File: src/rtl/clu_pkg.sv
`timescale 1ns / 1ps
// ----------------------------------------------------------------------------
// clu_pkg
// Shared types and constants for the character stream lexer: token kind
// codes, scan mode codes, source limits and the token bundle format.
// ----------------------------------------------------------------------------
package clu_pkg;

  localparam int MAX_SOURCE_BYTES = 65536;
  localparam int MAX_LINES        = 65535;

  localparam int POS_CAP_INT  = (MAX_SOURCE_BYTES - 1 < 65535) ? MAX_SOURCE_BYTES - 1 : 65535;
  localparam int LINE_CAP_INT = (MAX_LINES < 65535) ? MAX_LINES : 65535;

  localparam logic [15:0] POS_CAP  = 16'(POS_CAP_INT);
  localparam logic [15:0] LINE_CAP = 16'(LINE_CAP_INT);

  localparam logic [4:0] K_LEFT_PAREN    = 5'd0;
  localparam logic [4:0] K_RIGHT_PAREN   = 5'd1;
  localparam logic [4:0] K_LEFT_BRACE    = 5'd2;
  localparam logic [4:0] K_RIGHT_BRACE   = 5'd3;
  localparam logic [4:0] K_COMMA         = 5'd4;
  localparam logic [4:0] K_DOT           = 5'd5;
  localparam logic [4:0] K_MINUS         = 5'd6;
  localparam logic [4:0] K_PLUS          = 5'd7;
  localparam logic [4:0] K_SEMICOLON     = 5'd8;
  localparam logic [4:0] K_SLASH         = 5'd9;
  localparam logic [4:0] K_STAR          = 5'd10;
  localparam logic [4:0] K_BANG          = 5'd11;
  localparam logic [4:0] K_BANG_EQUAL    = 5'd12;
  localparam logic [4:0] K_EQUAL         = 5'd13;
  localparam logic [4:0] K_EQUAL_EQUAL   = 5'd14;
  localparam logic [4:0] K_GREATER       = 5'd15;
  localparam logic [4:0] K_GREATER_EQUAL = 5'd16;
  localparam logic [4:0] K_LESS          = 5'd17;
  localparam logic [4:0] K_LESS_EQUAL    = 5'd18;
  localparam logic [4:0] K_STRING        = 5'd19;
  localparam logic [4:0] K_NUMBER        = 5'd20;
  localparam logic [4:0] K_IDENT         = 5'd21;
  localparam logic [4:0] K_END           = 5'd22;
  localparam logic [4:0] K_UNEXPECTED    = 5'd23;
  localparam logic [4:0] K_UNTERMINATED  = 5'd24;

  localparam logic [3:0] M_IDLE    = 4'd0;
  localparam logic [3:0] M_BANG    = 4'd1;
  localparam logic [3:0] M_EQ      = 4'd2;
  localparam logic [3:0] M_LT      = 4'd3;
  localparam logic [3:0] M_GT      = 4'd4;
  localparam logic [3:0] M_SLASH   = 4'd5;
  localparam logic [3:0] M_COMMENT = 4'd6;
  localparam logic [3:0] M_STRING  = 4'd7;
  localparam logic [3:0] M_NUMBER  = 4'd8;
  localparam logic [3:0] M_NUMDOT  = 4'd9;
  localparam logic [3:0] M_FRAC    = 4'd10;
  localparam logic [3:0] M_IDENT   = 4'd11;

  localparam logic [7:0] CH_EQ    = 8'h3D;
  localparam logic [7:0] CH_SLASH = 8'h2F;
  localparam logic [7:0] CH_QUOTE = 8'h22;
  localparam logic [7:0] CH_LF    = 8'h0A;
  localparam logic [7:0] CH_DOT   = 8'h2E;
  localparam logic [7:0] CH_UNDER = 8'h5F;

  typedef struct packed {
    logic [4:0]  kind;
    logic [15:0] start;
    logic [15:0] length;
  } tok_t;

  typedef struct packed {
    logic [1:0]     count;
    logic [15:0]    line;
    tok_t [2:0]     toks;
  } bundle_t;

endpackage

File: src/rtl/character_stream_lexer_unit.sv
`timescale 1ns / 1ps
// ----------------------------------------------------------------------------
// character_stream_lexer_unit
// Streaming lexical scanner: one source byte or end marker per input
// transaction, zero to three tokens out as kind, start, length and line.
//
//   channel | handshake           | payload
//   --------+---------------------+-------------------------------------------
//   in      | in_valid / in_ready | char_byte, end_of_input
//   out     | out_valid/out_ready | token_kind, token_start, token_length,
//           |                     | token_line, last_of_run
//
// One input transaction per cycle while each byte yields at most one token and out_ready stays high.
// A byte that yields several tokens holds the result register until its last
// token is taken; the next byte waits in the input register and input stalls
// meanwhile, unless that waiting byte yields no token.
// A token reaches the output through the input register and then the result register.
// Synchronous reset clears the scan state to idle, offset 0, line 1.
// A stall on out_ready backs up through the result register into in_ready.
// ----------------------------------------------------------------------------
module character_stream_lexer_unit #(
  parameter int MAX_SOURCE_BYTES = clu_pkg::MAX_SOURCE_BYTES,
  parameter int MAX_LINES        = clu_pkg::MAX_LINES
) (
  input  logic        clk,
  input  logic        rst,
  input  logic        in_valid,
  output logic        in_ready,
  input  logic [7:0]  char_byte,
  input  logic        end_of_input,
  output logic        out_valid,
  input  logic        out_ready,
  output logic [4:0]  token_kind,
  output logic [15:0] token_start,
  output logic [15:0] token_length,
  output logic [15:0] token_line,
  output logic        last_of_run
);
  import clu_pkg::*;

  bundle_t bundle;
  logic    bundle_valid;
  logic    bundle_ready;

  clu_scan #(
    .MAX_SOURCE_BYTES (MAX_SOURCE_BYTES),
    .MAX_LINES        (MAX_LINES)
  ) u_scan (
    .clk          (clk),
    .rst          (rst),
    .in_valid     (in_valid),
    .in_ready     (in_ready),
    .char_byte    (char_byte),
    .end_of_input (end_of_input),
    .bundle_valid (bundle_valid),
    .bundle_ready (bundle_ready),
    .bundle       (bundle)
  );

  clu_drain u_drain (
    .clk          (clk),
    .rst          (rst),
    .load_valid   (bundle_valid),
    .load_ready   (bundle_ready),
    .load_bundle  (bundle),
    .out_valid    (out_valid),
    .out_ready    (out_ready),
    .token_kind   (token_kind),
    .token_start  (token_start),
    .token_length (token_length),
    .token_line   (token_line),
    .last_of_run  (last_of_run)
  );

endmodule

File: src/rtl/clu_scan.sv
`timescale 1ns / 1ps
// ----------------------------------------------------------------------------
// clu_scan
// Input register, scan state and the single-pass step logic. Each accepted
// byte produces a bundle of zero to three tokens and the next scan state.
// ----------------------------------------------------------------------------
module clu_scan #(
  parameter int MAX_SOURCE_BYTES = clu_pkg::MAX_SOURCE_BYTES,
  parameter int MAX_LINES        = clu_pkg::MAX_LINES
) (
  input  logic             clk,
  input  logic             rst,
  input  logic             in_valid,
  output logic             in_ready,
  input  logic [7:0]       char_byte,
  input  logic             end_of_input,
  output logic             bundle_valid,
  input  logic             bundle_ready,
  output clu_pkg::bundle_t bundle
);
  import clu_pkg::*;

  localparam int POS_LIMIT_INT  = (MAX_SOURCE_BYTES - 1 < 65535) ? MAX_SOURCE_BYTES - 1 : 65535;
  localparam int LINE_LIMIT_INT = (MAX_LINES < 65535) ? MAX_LINES : 65535;

  localparam logic [15:0] POS_LIMIT  = 16'(POS_LIMIT_INT);
  localparam logic [15:0] LINE_LIMIT = 16'(LINE_LIMIT_INT);

  function automatic logic is_digit(input logic [7:0] c);
    return (c >= 8'h30) && (c <= 8'h39);
  endfunction

  function automatic logic is_alpha(input logic [7:0] c);
    return ((c >= 8'h61) && (c <= 8'h7A)) || ((c >= 8'h41) && (c <= 8'h5A)) || (c == CH_UNDER);
  endfunction

  function automatic logic [15:0] span(input logic [16:0] from, input logic [16:0] to);
    logic [16:0] d;
    d = (to > from) ? to - from : 17'd0;
    return d[16] ? 16'hFFFF : d[15:0];
  endfunction

  logic        q_valid;
  logic [7:0]  char_q;
  logic        eoi_q;
  logic [3:0]  mode;
  logic [15:0] pos;
  logic [15:0] start;
  logic [15:0] line;

  logic [3:0]  mode_next;
  logic [15:0] pos_next;
  logic [15:0] start_next;
  logic [15:0] line_next;

  logic        advance;
  logic        c_digit, c_alnum, c_eq, c_slash, c_quote, c_lf, c_dot;
  logic [16:0] pos_w, pos_w1, start_w;
  logic [15:0] dot_pos;
  logic [15:0] line_inc;

  logic        h0v, h1v, consumed, str_lf;
  tok_t        h0, h1;
  logic [3:0]  mode_h;
  logic [4:0]  single;

  logic        fv, f_lf;
  tok_t        ftok;
  logic [3:0]  mode_f;

  logic        tv;
  tok_t        tail;

  assign c_digit = !eoi_q && is_digit(char_q);
  assign c_alnum = !eoi_q && (is_digit(char_q) || is_alpha(char_q));
  assign c_eq    = !eoi_q && (char_q == CH_EQ);
  assign c_slash = !eoi_q && (char_q == CH_SLASH);
  assign c_quote = !eoi_q && (char_q == CH_QUOTE);
  assign c_lf    = !eoi_q && (char_q == CH_LF);
  assign c_dot   = !eoi_q && (char_q == CH_DOT);

  assign pos_w    = {1'b0, pos};
  assign pos_w1   = pos_w + 17'd1;
  assign start_w  = {1'b0, start};
  assign dot_pos  = (pos > start) ? pos - 16'd1 : start;
  assign line_inc = (line < LINE_LIMIT) ? line + 16'd1 : line;

  always_comb begin
    h0v      = 1'b0;
    h1v      = 1'b0;
    h0       = '0;
    h1       = '0;
    consumed = 1'b0;
    str_lf   = 1'b0;
    mode_h   = M_IDLE;
    unique case (mode)
      M_BANG:  single = K_BANG;
      M_EQ:    single = K_EQUAL;
      M_GT:    single = K_GREATER;
      default: single = K_LESS;
    endcase
    unique case (mode)
      M_BANG, M_EQ, M_LT, M_GT: begin
        h0v = 1'b1;
        if (c_eq) begin
          consumed = 1'b1;
          h0 = '{kind: single + 5'd1, start: start, length: span(start_w, pos_w1)};
        end else begin
          h0 = '{kind: single, start: start, length: 16'd1};
        end
      end
      M_SLASH: begin
        if (c_slash) begin
          consumed = 1'b1;
          mode_h   = M_COMMENT;
        end else begin
          h0v = 1'b1;
          h0  = '{kind: K_SLASH, start: start, length: 16'd1};
        end
      end
      M_COMMENT: begin
        if (!c_lf) begin
          consumed = 1'b1;
          mode_h   = M_COMMENT;
        end
      end
      M_STRING: begin
        consumed = 1'b1;
        if (eoi_q) begin
          h0v = 1'b1;
          h0  = '{kind: K_UNTERMINATED, start: start, length: span(start_w, pos_w)};
        end else if (c_quote) begin
          h0v = 1'b1;
          h0  = '{kind: K_STRING, start: start, length: span(start_w, pos_w1)};
        end else begin
          mode_h = M_STRING;
          str_lf = c_lf;
        end
      end
      M_NUMBER: begin
        if (c_digit) begin
          consumed = 1'b1;
          mode_h   = M_NUMBER;
        end else if (c_dot) begin
          consumed = 1'b1;
          mode_h   = M_NUMDOT;
        end else begin
          h0v = 1'b1;
          h0  = '{kind: K_NUMBER, start: start, length: span(start_w, pos_w)};
        end
      end
      M_NUMDOT: begin
        if (c_digit) begin
          consumed = 1'b1;
          mode_h   = M_FRAC;
        end else begin
          h0v = 1'b1;
          h1v = 1'b1;
          h0  = '{kind: K_NUMBER, start: start, length: span(start_w, {1'b0, dot_pos})};
          h1  = '{kind: K_DOT, start: dot_pos, length: 16'd1};
        end
      end
      M_FRAC: begin
        if (c_digit) begin
          consumed = 1'b1;
          mode_h   = M_FRAC;
        end else begin
          h0v = 1'b1;
          h0  = '{kind: K_NUMBER, start: start, length: span(start_w, pos_w)};
        end
      end
      M_IDENT: begin
        if (c_alnum) begin
          consumed = 1'b1;
          mode_h   = M_IDENT;
        end else begin
          h0v = 1'b1;
          h0  = '{kind: K_IDENT, start: start, length: span(start_w, pos_w)};
        end
      end
      default: begin
        consumed = 1'b0;
      end
    endcase
  end

  always_comb begin
    fv     = 1'b0;
    f_lf   = 1'b0;
    mode_f = M_IDLE;
    ftok   = '{kind: K_UNEXPECTED, start: pos, length: 16'd1};
    unique case (char_q)
      8'h28: begin fv = 1'b1; ftok.kind = K_LEFT_PAREN;  end
      8'h29: begin fv = 1'b1; ftok.kind = K_RIGHT_PAREN; end
      8'h7B: begin fv = 1'b1; ftok.kind = K_LEFT_BRACE;  end
      8'h7D: begin fv = 1'b1; ftok.kind = K_RIGHT_BRACE; end
      8'h2C: begin fv = 1'b1; ftok.kind = K_COMMA;       end
      CH_DOT: begin fv = 1'b1; ftok.kind = K_DOT;        end
      8'h2D: begin fv = 1'b1; ftok.kind = K_MINUS;       end
      8'h2B: begin fv = 1'b1; ftok.kind = K_PLUS;        end
      8'h3B: begin fv = 1'b1; ftok.kind = K_SEMICOLON;   end
      8'h2A: begin fv = 1'b1; ftok.kind = K_STAR;        end
      8'h21: mode_f = M_BANG;
      CH_EQ: mode_f = M_EQ;
      8'h3C: mode_f = M_LT;
      8'h3E: mode_f = M_GT;
      CH_SLASH: mode_f = M_SLASH;
      8'h20, 8'h0D, 8'h09: fv = 1'b0;
      CH_LF: f_lf = 1'b1;
      CH_QUOTE: mode_f = M_STRING;
      default: begin
        if (is_digit(char_q)) begin
          mode_f = M_NUMBER;
        end else if (is_alpha(char_q)) begin
          mode_f = M_IDENT;
        end else begin
          fv = 1'b1;
        end
      end
    endcase
  end

  always_comb begin
    if (eoi_q) begin
      tv   = 1'b1;
      tail = '{kind: K_END, start: pos, length: 16'd0};
    end else begin
      tv   = !consumed && fv;
      tail = ftok;
    end
    bundle.toks[0] = h0v ? h0 : tail;
    bundle.toks[1] = h1v ? h1 : tail;
    bundle.toks[2] = tail;
    bundle.count   = 2'(h0v) + 2'(h1v) + 2'(tv);
    bundle.line    = line;
  end

  assign bundle_valid = q_valid && (bundle.count != 2'd0);
  assign advance      = q_valid && ((bundle.count == 2'd0) || bundle_ready);
  assign in_ready     = !q_valid || advance;

  always_comb begin
    if (eoi_q) begin
      mode_next  = M_IDLE;
      pos_next   = 16'd0;
      start_next = 16'd0;
      line_next  = 16'd1;
    end else begin
      mode_next  = consumed ? mode_h : mode_f;
      pos_next   = (pos < POS_LIMIT) ? pos + 16'd1 : pos;
      start_next = consumed ? start : pos;
      line_next  = (str_lf || (!consumed && f_lf)) ? line_inc : line;
    end
  end

  always_ff @(posedge clk) begin
    if (rst) begin
      q_valid <= 1'b0;
    end else if (in_ready) begin
      q_valid <= in_valid;
    end
  end

  always_ff @(posedge clk) begin
    if (in_valid && in_ready) begin
      char_q <= char_byte;
      eoi_q  <= end_of_input;
    end
  end

  always_ff @(posedge clk) begin
    if (rst) begin
      mode  <= M_IDLE;
      pos   <= 16'd0;
      start <= 16'd0;
      line  <= 16'd1;
    end else if (advance) begin
      mode  <= mode_next;
      pos   <= pos_next;
      start <= start_next;
      line  <= line_next;
    end
  end

  a_end_emits: assert property (@(posedge clk) disable iff (rst)
    (q_valid && eoi_q) |-> bundle_valid)
    else $error("end transaction produced no tokens");

  a_end_restores: assert property (@(posedge clk) disable iff (rst)
    (advance && eoi_q) |=> (mode == M_IDLE && pos == 16'd0 && start == 16'd0 && line == 16'd1))
    else $error("scan state not restored after end transaction");

  a_start_le_pos: assert property (@(posedge clk) disable iff (rst)
    start <= pos)
    else $error("lexeme start beyond byte position");

  a_line_nonzero: assert property (@(posedge clk) disable iff (rst)
    line != 16'd0)
    else $error("line count reached zero");

endmodule

File: src/rtl/clu_drain.sv
`timescale 1ns / 1ps
// ----------------------------------------------------------------------------
// clu_drain
// Result register. Holds one token bundle and hands its tokens out one per
// transaction, flagging the last token of the bundle.
// ----------------------------------------------------------------------------
module clu_drain (
  input  logic             clk,
  input  logic             rst,
  input  logic             load_valid,
  output logic             load_ready,
  input  clu_pkg::bundle_t load_bundle,
  output logic             out_valid,
  input  logic             out_ready,
  output logic [4:0]       token_kind,
  output logic [15:0]      token_start,
  output logic [15:0]      token_length,
  output logic [15:0]      token_line,
  output logic             last_of_run
);
  import clu_pkg::*;

  bundle_t    bund;
  logic       busy;
  logic [1:0] idx;
  tok_t       cur;
  logic       last;

  assign cur          = bund.toks[idx];
  assign last         = (idx == bund.count - 2'd1);
  assign out_valid    = busy;
  assign token_kind   = cur.kind;
  assign token_start  = cur.start;
  assign token_length = cur.length;
  assign token_line   = bund.line;
  assign last_of_run  = last;
  assign load_ready   = !busy || (out_ready && last);

  always_ff @(posedge clk) begin
    if (rst) begin
      busy <= 1'b0;
      idx  <= 2'd0;
    end else if (load_valid && load_ready) begin
      busy <= 1'b1;
      idx  <= 2'd0;
    end else if (busy && out_ready) begin
      if (last) begin
        busy <= 1'b0;
        idx  <= 2'd0;
      end else begin
        idx <= idx + 2'd1;
      end
    end
  end

  always_ff @(posedge clk) begin
    if (load_valid && load_ready) begin
      bund <= load_bundle;
    end
  end

  a_idx_in_range: assert property (@(posedge clk) disable iff (rst)
    out_valid |-> (bund.count != 2'd0 && idx < bund.count))
    else $error("token index outside bundle");

  a_idx_advance: assert property (@(posedge clk) disable iff (rst)
    (out_valid && out_ready && !last_of_run) |=> (out_valid && idx == $past(idx) + 2'd1))
    else $error("token index did not advance");

  a_load_first: assert property (@(posedge clk) disable iff (rst)
    (load_valid && load_ready) |=> (out_valid && idx == 2'd0))
    else $error("new bundle not presented from its first token");

endmodule
File: config.mk
export PLATFORM = sky130hd
export DESIGN_NAME = character_stream_lexer_unit
export DESIGN_NICKNAME = d
export VERILOG_FILES = /design/src/rtl/clu_pkg.sv /design/src/rtl/character_stream_lexer_unit.sv /design/src/rtl/clu_scan.sv /design/src/rtl/clu_drain.sv
export SDC_FILE = /design/constraint.sdc
export NUM_CORES = 1
export LEC_CHECK = 0
export ABC_AREA = 1
export BUFFER_PORTS_ARGS = -buffer_cell sky130_fd_sc_hd__buf_4
export CELL_PAD_IN_SITES_DETAIL_PLACEMENT = 1
export CELL_PAD_IN_SITES_GLOBAL_PLACEMENT = 2
export CORE_MARGIN = 1
export CORE_UTILIZATION = 33
export CTS_CLUSTER_SIZE = 25
export DETAILED_ROUTE_END_ITERATION = 8
export PLACE_DENSITY_LB_ADDON = 0.1
export RECOVER_POWER = 25
export SLEW_MARGIN = 25
export SYNTH_ARGS = -nofsm -noshare
export SYNTH_HDL_FRONTEND = slang
export SYNTH_SLANG_ARGS = --single-unit
File: constraint.sdc
create_clock -name clk -period 7.38 [get_ports clk]
set_input_delay 1.107 -clock clk [delete_from_list [all_inputs] [get_ports clk]]
set_output_delay 1.107 -clock clk [all_outputs]
set_load 0.05 [all_outputs]
==> summary.md <==
| Metric | Value |
|---|---|
| CP arrival | 5.11 ns |
| Starting Density | 34.0% |
| Die height | 189 µm |
| Post-synthesis net count | 1,645 |
| DR vias/cell | 5.21 |
| Overall routing resource usage | 23.1% |
| Die area | 0.0356 mm² |
| Synth async-reset ratio | 0% |
| GRT overflow | 0 |
| Min-Delay Endpoint | u_scan.mode[2] |
| Vias in the first global route | 10.8k |
| Clock Latency Late Sink | 0.46 ns |
| Met3 Usage GRT | 3.15% |
| Post-route cell area | 0.0128 mm² |
| Pre-antenna DRT Iters | 5 |
| Synth unique cells | 49 |
| Hold Path Cell Cnt | 2 |
| Cell Area, Synth | 0.0115 mm² |
| Rows | 67 |
| Layout Nets | 1,667 |
| Setup slack, reg-to-reg | 1.43 ns |
| Residual DRC count | 0 |
| Capture instance of the worst register-to-register path | u_drain.bund[14] |
| Final worst setup slack | 1.16 ns |
| Reg2reg path depth | 21 |
| Post-DP Area | 0.0123 mm² |
| Largest family of logic cells by synthesized area | simple AND/OR/NAND/NOR gates |
| Actual slew at the worst max-slew pin | 3.16 ns |
| Number of antenna diodes | 0 |
| Final setup viols | 0 |
| Place WS | 1.50 ns |
| Compound-Gate Fraction of Synth Area | 13.9% |
| Max Cap Viol | 1 |
| Mean Syn Cell Area | 7.29 µm² |
| Layout area overhead | 11.3% |
| HP Class | flip-flop to flip-flop |
| Hold_buf cts | 0 |
| Filler instances | 4,248 |
| Max FO, Critical Path | 35 |
| Post-CTS sizing | 0 |
| Post-synth EDFFs | 108 |
| Post-Syn Instances | 1,577 |
| Crit end category | output pin |
| Area share of fa/ha/maj cells after synthesis | 6.25% |
| Leak | 5.56 nW |
| Fin. max-slew vios | 62 |
| WL/cell | 19.5 µm |
| Maximum clock rate | 161 MHz |
| Critical Path RT | 6.27 ns |
| Critical path class | flip-flop to output pin |
| XOR/XNOR share of the synthesized area | 5.18% |
| Part of the cycle the worst path needs | 84.3% |
| Post-Route WL | 40,100 µm |
| Synthesized flop and latch total | 164 |
| Max Root-Sink Buffers | 2 |
| Global-route wire length before repair | 62,700 µm |
| Die Width | 189 µm |
| CTS Sinks | 164 |
| Share of cells above drive strength 1 | 6.51% |
| Setup Skew | 0.0189 ns |
| R2R Path Start | u_scan.start[13] |
| Gpl congestion | 0.921 |
| Synth Flop Type | edfxtp_1 |
| Min cycle time layout | 6.22 ns |
| Critical hold path startpoint | u_scan.mode[2] |
| Failing checks | max-capacitance violations, max-slew violations |
| Initial DRC count | 657 |
| Peak VDD IR | 0.000177 V |
| Mux share of post-synthesis cell area | 0% |
| Post-CTS setup buffers | 0 |
| Core footprint | 0.0339 mm² |
| Fin Setup TNS | 0 ns |
| Initial antenna violation count | 0 |
| Total number of vias | 10.7k |
| Grt peak-use layer | met2 |
| Htree depth | 4 |
| Final ANT Viol Nets | 0 |
| HPWL Detailed | 30,600 µm |
| RSZ-0062 raised after global routing | false |
| Met1 Track Usage GR | 34.0% |
| TritonCTS Buffers | 17 |
| Pin count of the biggest net entering global routing | 84 |
| Yosys warns | 0 |
| PwrDens | 196 mW/mm² |
| Slew headroom | -111% |
| Register area share after synthesis | 38.0% |
| Root buffer cell | clkbuf_16 |
| Outcome | finished with violations |
| CTS tree | yes |
| Number of I/O pins | 69 |
| IO buf count | 68 |
| Critical Path Source Type | flip-flop |
| Final hold violations | 0 |
| Worst-path clk slew | 0.07 ns |
| GR Layer Usage met2 | 35.0% |
| Simple-gate portion of the synthesized area | 28.4% |
## worst max-delay path by stage
stage | slack (ns) | startpoint | to | cells after the start
detailed placement | 1.50 | u_scan.start[13] | u_drain.bund[9] | 20
CTS | 1.48 | u_scan.start[13] | u_drain.bund[9] | 20
global route | 0.74 | u_scan.eoi_q | in_ready | 14
floorplan | 0.40 | u_scan.char_q[3] | u_drain.bund[0] | 14
finish | 1.16 | u_scan.eoi_q | in_ready | 14
global placement | 1.67 | u_scan.start[13] | u_drain.bund[9] | 20
## layout make-up
| class | instances | area (µm²) | share of cell area, % |
|---|---|---|---|
| Tap cell | 448 | 561 | 4.38 |
| Timing Repair Buffer | 75 | 474 | 3.71 |
| Multi-Input combinational cell | 1183 | 6180 | 48.3 |
| Clock inverter | 13 | 173 | 1.35 |
| Clock buffer | 19 | 443 | 3.46 |
| Inverter | 158 | 596 | 4.65 |
| Sequential cell | 164 | 4370 | 34.1 |
## synthesized netlist by cell type (11+ instances only)
library cell | count | area share (%)
o31ai_1 | 23 | 1.5
o21ai_0 | 81 | 3.5
xnor2_1 | 17 | 1.3
clkbuf_1 | 35 | 1.1
buf_2 | 13 | 0.57
nand2_1 | 400 | 13
o21bai_1 | 11 | 0.72
a21oi_1 | 119 | 5.2
nor3_1 | 28 | 1.2
edfxtp_1 | 108 | 28
nand3_1 | 116 | 5.0
ha_1 | 51 | 5.5
o211ai_1 | 16 | 1.0
dfxtp_1 | 56 | 9.7
xor2_1 | 51 | 3.9
buf_4 | 18 | 1.2
inv_1 | 154 | 5.0
nor2_1 | 190 | 6.2
nand4_1 | 14 | 0.76
## report_power, final
group          switching, mW  internal [mW]  total [mW]
Sequential            0.0177           1.03        1.04
Combinational          0.373          0.130       0.504
Clock                  0.414          0.548       0.962
Total                  0.805           1.71        2.51
## worst max-delay path, cell delays in order (launching register included)
cell and delay, ns:
edfxtp_1 0.35, buf_4 0.32, clkinv_1 0.11, buf_4 0.23, nand3_1 0.17, nand2_1 0.64, inv_1 0.78, nor2_1 0.19
nand2_1 0.12, buf_4 0.36, inv_1 0.28, fa_1 0.59, nand2_1 0.11, nand3_1 0.16, buf_4 0.22
## per-stage QoR
step	power, mW	hold slack, ns	std cells	util (%)
floorplan	1.43	0.431	1577	-
global placement	1.58	0.470	2028	36.3
detailed placement	1.58	0.480	2028	36.3
CTS	2.55	0.490	2060	38.1
global route	2.61	0.531	2060	37.8
finish	2.51	0.489	2060	37.8
## placed cells by master, fill, tap and decap left out, types with 9 or more instances in the layout
cell type and n:
edfxtp_1 108, nor2_1 189, clkbuf_4 9, inv_1 154, o21bai_1 11, nand3_1 116
nor3_1 28, a21oi_1 119, o21ai_0 83, dfxtp_1 55, ha_1 51, o31ai_1 23
buf_4 38, nand4_1 14, xor2_1 51, xnor2_1 17, nand2_1 401, clkbuf_16 17
clkbuf_1 28, o211ai_1 16
## state kept, by name, summed over array words and instances, names as in the netlist
signal	count
u_drain.bund	83
u_drain.token_line	16
u_scan.q_valid	1
u_scan.char_q	8
u_drain.idx	2
u_scan.pos	16
u_drain.out_valid	1
u_scan.start	16
u_scan.mode	4
u_scan.eoi_q	1
u_scan.line	16
## routing by layer
layer | share of wire, % | wire length, µm | up-vias
li1 | - | - | 5286
met1 | 52 | 20800 | 5193
met2 | 43 | 17200 | 212
met3 | 3.6 | 1450 | 38
met4 | 1.6 | 657 | 0
met5 | 0 | 0 | -
## cells by family (layout without fill, tap and decap cells)
family	count (synthesis)	in the layout
AO/OA/AOI/OAI	280	280
XOR/XNOR	68	68
adder cells (fa/ha/maj)	55	55
buffers and inverters	230	265
flip-flops	164	164
AND/OR/NAND/NOR	780	780
Power figures use the tool's default switching activity.
